==> src/rtl/sed_ram.sv <==
module sed_ram #(
    parameter int WIDTH = 32,
    parameter int DEPTH = 64
) (
    input  logic                     i_clk,
    input  logic                     i_we,
    input  logic [$clog2(DEPTH)-1:0] i_wr_addr,
    input  logic [WIDTH-1:0]         i_wr_data,
    input  logic [$clog2(DEPTH)-1:0] i_rd_addr,
    output logic [WIDTH-1:0]         o_rd_data
);
    logic [WIDTH-1:0] r_mem [DEPTH];
    logic [WIDTH-1:0] r_rd_data;

    always_ff @(posedge i_clk) begin
        if (i_we) begin
            r_mem[i_wr_addr] <= i_wr_data;
        end
        r_rd_data <= r_mem[i_rd_addr];
    end

    assign o_rd_data = r_rd_data;

endmodule

==> config.mk <==
export PLATFORM = sky130hd
export DESIGN_NAME = sed_ram
export DESIGN_NICKNAME = d
export VERILOG_FILES = /design/src/rtl/sed_ram.sv
export SDC_FILE = /design/constraint.sdc
export NUM_CORES = 2
export LEC_CHECK = 0
export BUFFER_PORTS_ARGS = -buffer_cell sky130_fd_sc_hd__buf_2
export CAP_MARGIN = 20
export CORE_MARGIN = 5
export CORE_UTILIZATION = 45
export CTS_CLUSTER_SIZE = 24
export DETAILED_ROUTE_END_ITERATION = 10
export PLACE_DENSITY = 0.68
export SYNTH_ARGS = -nofsm -noshare
export SYNTH_HDL_FRONTEND = slang
export SYNTH_SLANG_ARGS = --single-unit
==> constraint.sdc <==
create_clock -name i_clk -period 3.96 [get_ports i_clk]
set_input_delay 0.198 -clock i_clk [delete_from_list [all_inputs] [get_ports i_clk]]
set_output_delay 0.198 -clock i_clk [all_outputs]
set_load 0.02 [all_outputs]
==> metrics.yaml <==
final_layout:
  syn2layout_area_growth_pct: 14.8
  fin_area_mm2: 0.0902
  instances_no_fill: 6148
  nets: 3707
  drive_gt1_frac: 0.310
  fillers: 13200
route:
  drt-total-wl_mm: 203
  vias: 38000
  detail_route.iter0.violations: 5197
  firstDrtPassIters: 6
  drt-met1-wl_mm: 77.2
  wl_met3_mm: 19.2
  ant_nets: 0
  avgViaCountPerCell: 6.18
  wl_per_cell_um: 33.0
  drc: 0
  dr_wl_met2_mm: 99.2
  dr.max_layer_used: "met5"
power:
  power_frac_seq: 0.544
  pwr-share-comb: 0.054
  power_density_mw_per_mm2: 499
  clkPwrFrac: 0.403
  switching_share: 0.212
  p_int_uw: 35500
  leakagePower_uw: 0.0281
  irDropWorstVdd_mv: 0.390
  p_switching_uw: 9530
critical_path:
  max_stage_delay_ps: 700
  cp_slowest_cell: "o22ai_1"
  worst_ep_required_time_ps: 4600
  cp.arrival_ps: 3400
  cp-start-kind: "input pin"
  crit_path_cell_trace: "buf_8, buf_12, buf_12, mux4_2, mux4_2, o22ai_1, nor2_1"
  end_kind: "flop"
  path_class: "input pin to flop"
  critPathMaxFanout: 51
placed_design:
  place_inst: 5758
  hpwl_mm: 114
  place_area_mm2: 0.0836
  routabilityCongestion: 0.815
  place.port_buffers: 77
timing:
  min_period_ps: 2760
  worst_slew_pin_slew_ps: 938
  setup-tns-final_ps: 0
  rsz0062_at_grt: "false"
  fmax_mhz: 362
  slew_viol_final: 0
  setup_viol: 0
  whs_ps: 51.3
  slew_headroom: 0.375
  clock_skew_ps: 25.9
  hold_viol: 0
  period_share: 0.698
run_status:
  status: "finished clean"
yosys:
  async_flop_share: 0
  synth_edf_count: 2048
  yosys.area.top_type: "edfxtp_1"
  synth_area_per_cell_um2: 23.6
  synth_area_mm2: 0.0785
  synth_area_leaders: "edfxtp_1, mux4_2, mux2i_1"
  ys_seq_area_frac: 0.791
  synth_ff_type: "edfxtp_1"
  ys_seq_elements: 2080
  synth_common_cells: "edfxtp_1, mux4_2, nor2_1"
  ys_warn_count: 0
  yosysMostFrequentCell: "edfxtp_1"
  ys_types: 34
  synth_top_area_frac: 0.783
  synth_cells: 3324
  synth_fp_nets: 3370
cts:
  cts_setup_buffers: 0
  hold_buffers: 7
  cts_inserted_buffers: 195
  cts_num_sinks: 2080
  cts_buffer_depth: 3
  htree_levels: 4
  cts_resized: 0
  clk_pin_slew_ps: 60
  clk_latency_ps: 820
  cts_tree: "done"
  clk_root_buffer_cell: "clkbuf_16"
hold_path:
  min_path_type: "input pin to flop"
floorplan:
  coreArea_mm2: 0.174
  die_w_um: 428
  ioPinCount: 78
  start_util: 0.452
  dieArea_mm2: 0.183
  die_h_um: 428
  rows: 153
flow_run:
  cap_violations: 0
grt:
  grt_pass1_vias: 37800
  antenna_found_initial: 13
  grt_pass1_wl_mm: 286
  grt_max_degree: 73
  grt.overflow.total: 0
  grt_use_total: 0.222
## state kept, by name, indices dropped and copies added (netlist names)
name,count
o_rd_data,32
r_mem,2048
## final cells by class
type | instances | area (um2) | area share
antenna | 7 | 17.5 | 0.000194
clock buffer | 252 | 5230 | 0.0580
clock inverter | 100 | 897 | 0.00995
multi-input combinational | 1062 | 16000 | 0.177
sequential | 2080 | 62100 | 0.689
tap | 2325 | 2910 | 0.0323
timing repair buffer | 322 | 3000 | 0.0333
## layer usage
metal / global-route usage / vias up
li1: - / 15000
met1: 0.307 / 20500
met2: 0.359 / 2254
met3: 0.0421 / 339
met4: 0.0744 / 6
met5: 0 / -
## cell usage in the layout (no fill, tap or decap), types with 7 or more instances in the layout
cell type,synthesis,layout
a311oi_1,8,8
clkbuf_1,74,47
buf_2,57,73
buf_4,25,172
clkbuf_16,0,198
buf_12,0,54
mux2i_1,93,93
o221ai_1,27,27
clkbuf_8,0,7
edfxtp_1,2048,2048
nor2_1,137,75
clkinv_1,0,37
bufinv_16,0,14
o22ai_1,84,84
a22oi_1,12,12
nand2_1,26,26
a21oi_1,62,62
inv_6,0,8
nand2b_1,8,7
nor2b_1,15,15
nor2_4,0,62
mux4_2,544,544
dfxtp_1,32,32
clkinv_2,0,33
dlygate4sd3_1,0,19
diode_2,0,7
## worst paths after layout
| check | from | slack [ps] | to | cells after the start |
|---|---|---|---|---|
| worst max-delay path | i_rd_addr[0] | 1200 | o_rd_data[25]$_DFF_P_ | 7 |
| worst min-delay path | i_wr_data[27] | 50 | r_mem[60][27]$_DFFE_PP_ | 2 |
| worst max register to register | r_mem[31][25]$_DFFE_PP_ | 1450 | o_rd_data[25]$_DFF_P_ | 4 |
| worst min register to register | r_mem[12][17]$_DFFE_PP_ | 790 | o_rd_data[17]$_DFF_P_ | 4 |
## stage by stage
| step | total power (uW) | utilization | setup slack, ps |
|---|---|---|---|
| finish | 45000 | 0.519 | 1200 |
| global route | 46300 | 0.519 | 1190 |
| CTS | 45300 | 0.517 | 1220 |
| detailed placement | 27300 | 0.481 | 362 |
| global placement | 27300 | 0.481 | 364 |
| floorplan | 26100 | - | 602 |
## worst max-delay path, delay by kind of cell
kind                   cells  cell delay [ps]
AOI/OAI and AO/OA          1              700
buffers and inverters      3             1130
muxes                      2             1010
and+or+nand+nor            1              210
## power groups by stage
stage / registers [uW] / logic, uW / clock network, uW
4_1_cts: 24500 / 2390 / 18400
5_1_grt: 24500 / 2540 / 19300
3_3_place_gp: 25000 / 2350 / 0
2_1_floorplan: 24900 / 1190 / 0
3_5_place_dp: 25000 / 2380 / 0
6_report: 24500 / 2430 / 18100
## cell families (layout without fill, tap and decap cells)
kind of cell           count (synthesis)  count (layout)  synth area share
buffers and inverters                182             674            0.0113
multiplexers                         637             637             0.168
flip-flops                          2080            2080             0.791
other                                  0               7                 0
AND/OR/NAND/NOR                      223             223            0.0127
AO/OA/AOI/OAI                        202             202            0.0167
Power figures use the tool's default switching activity.
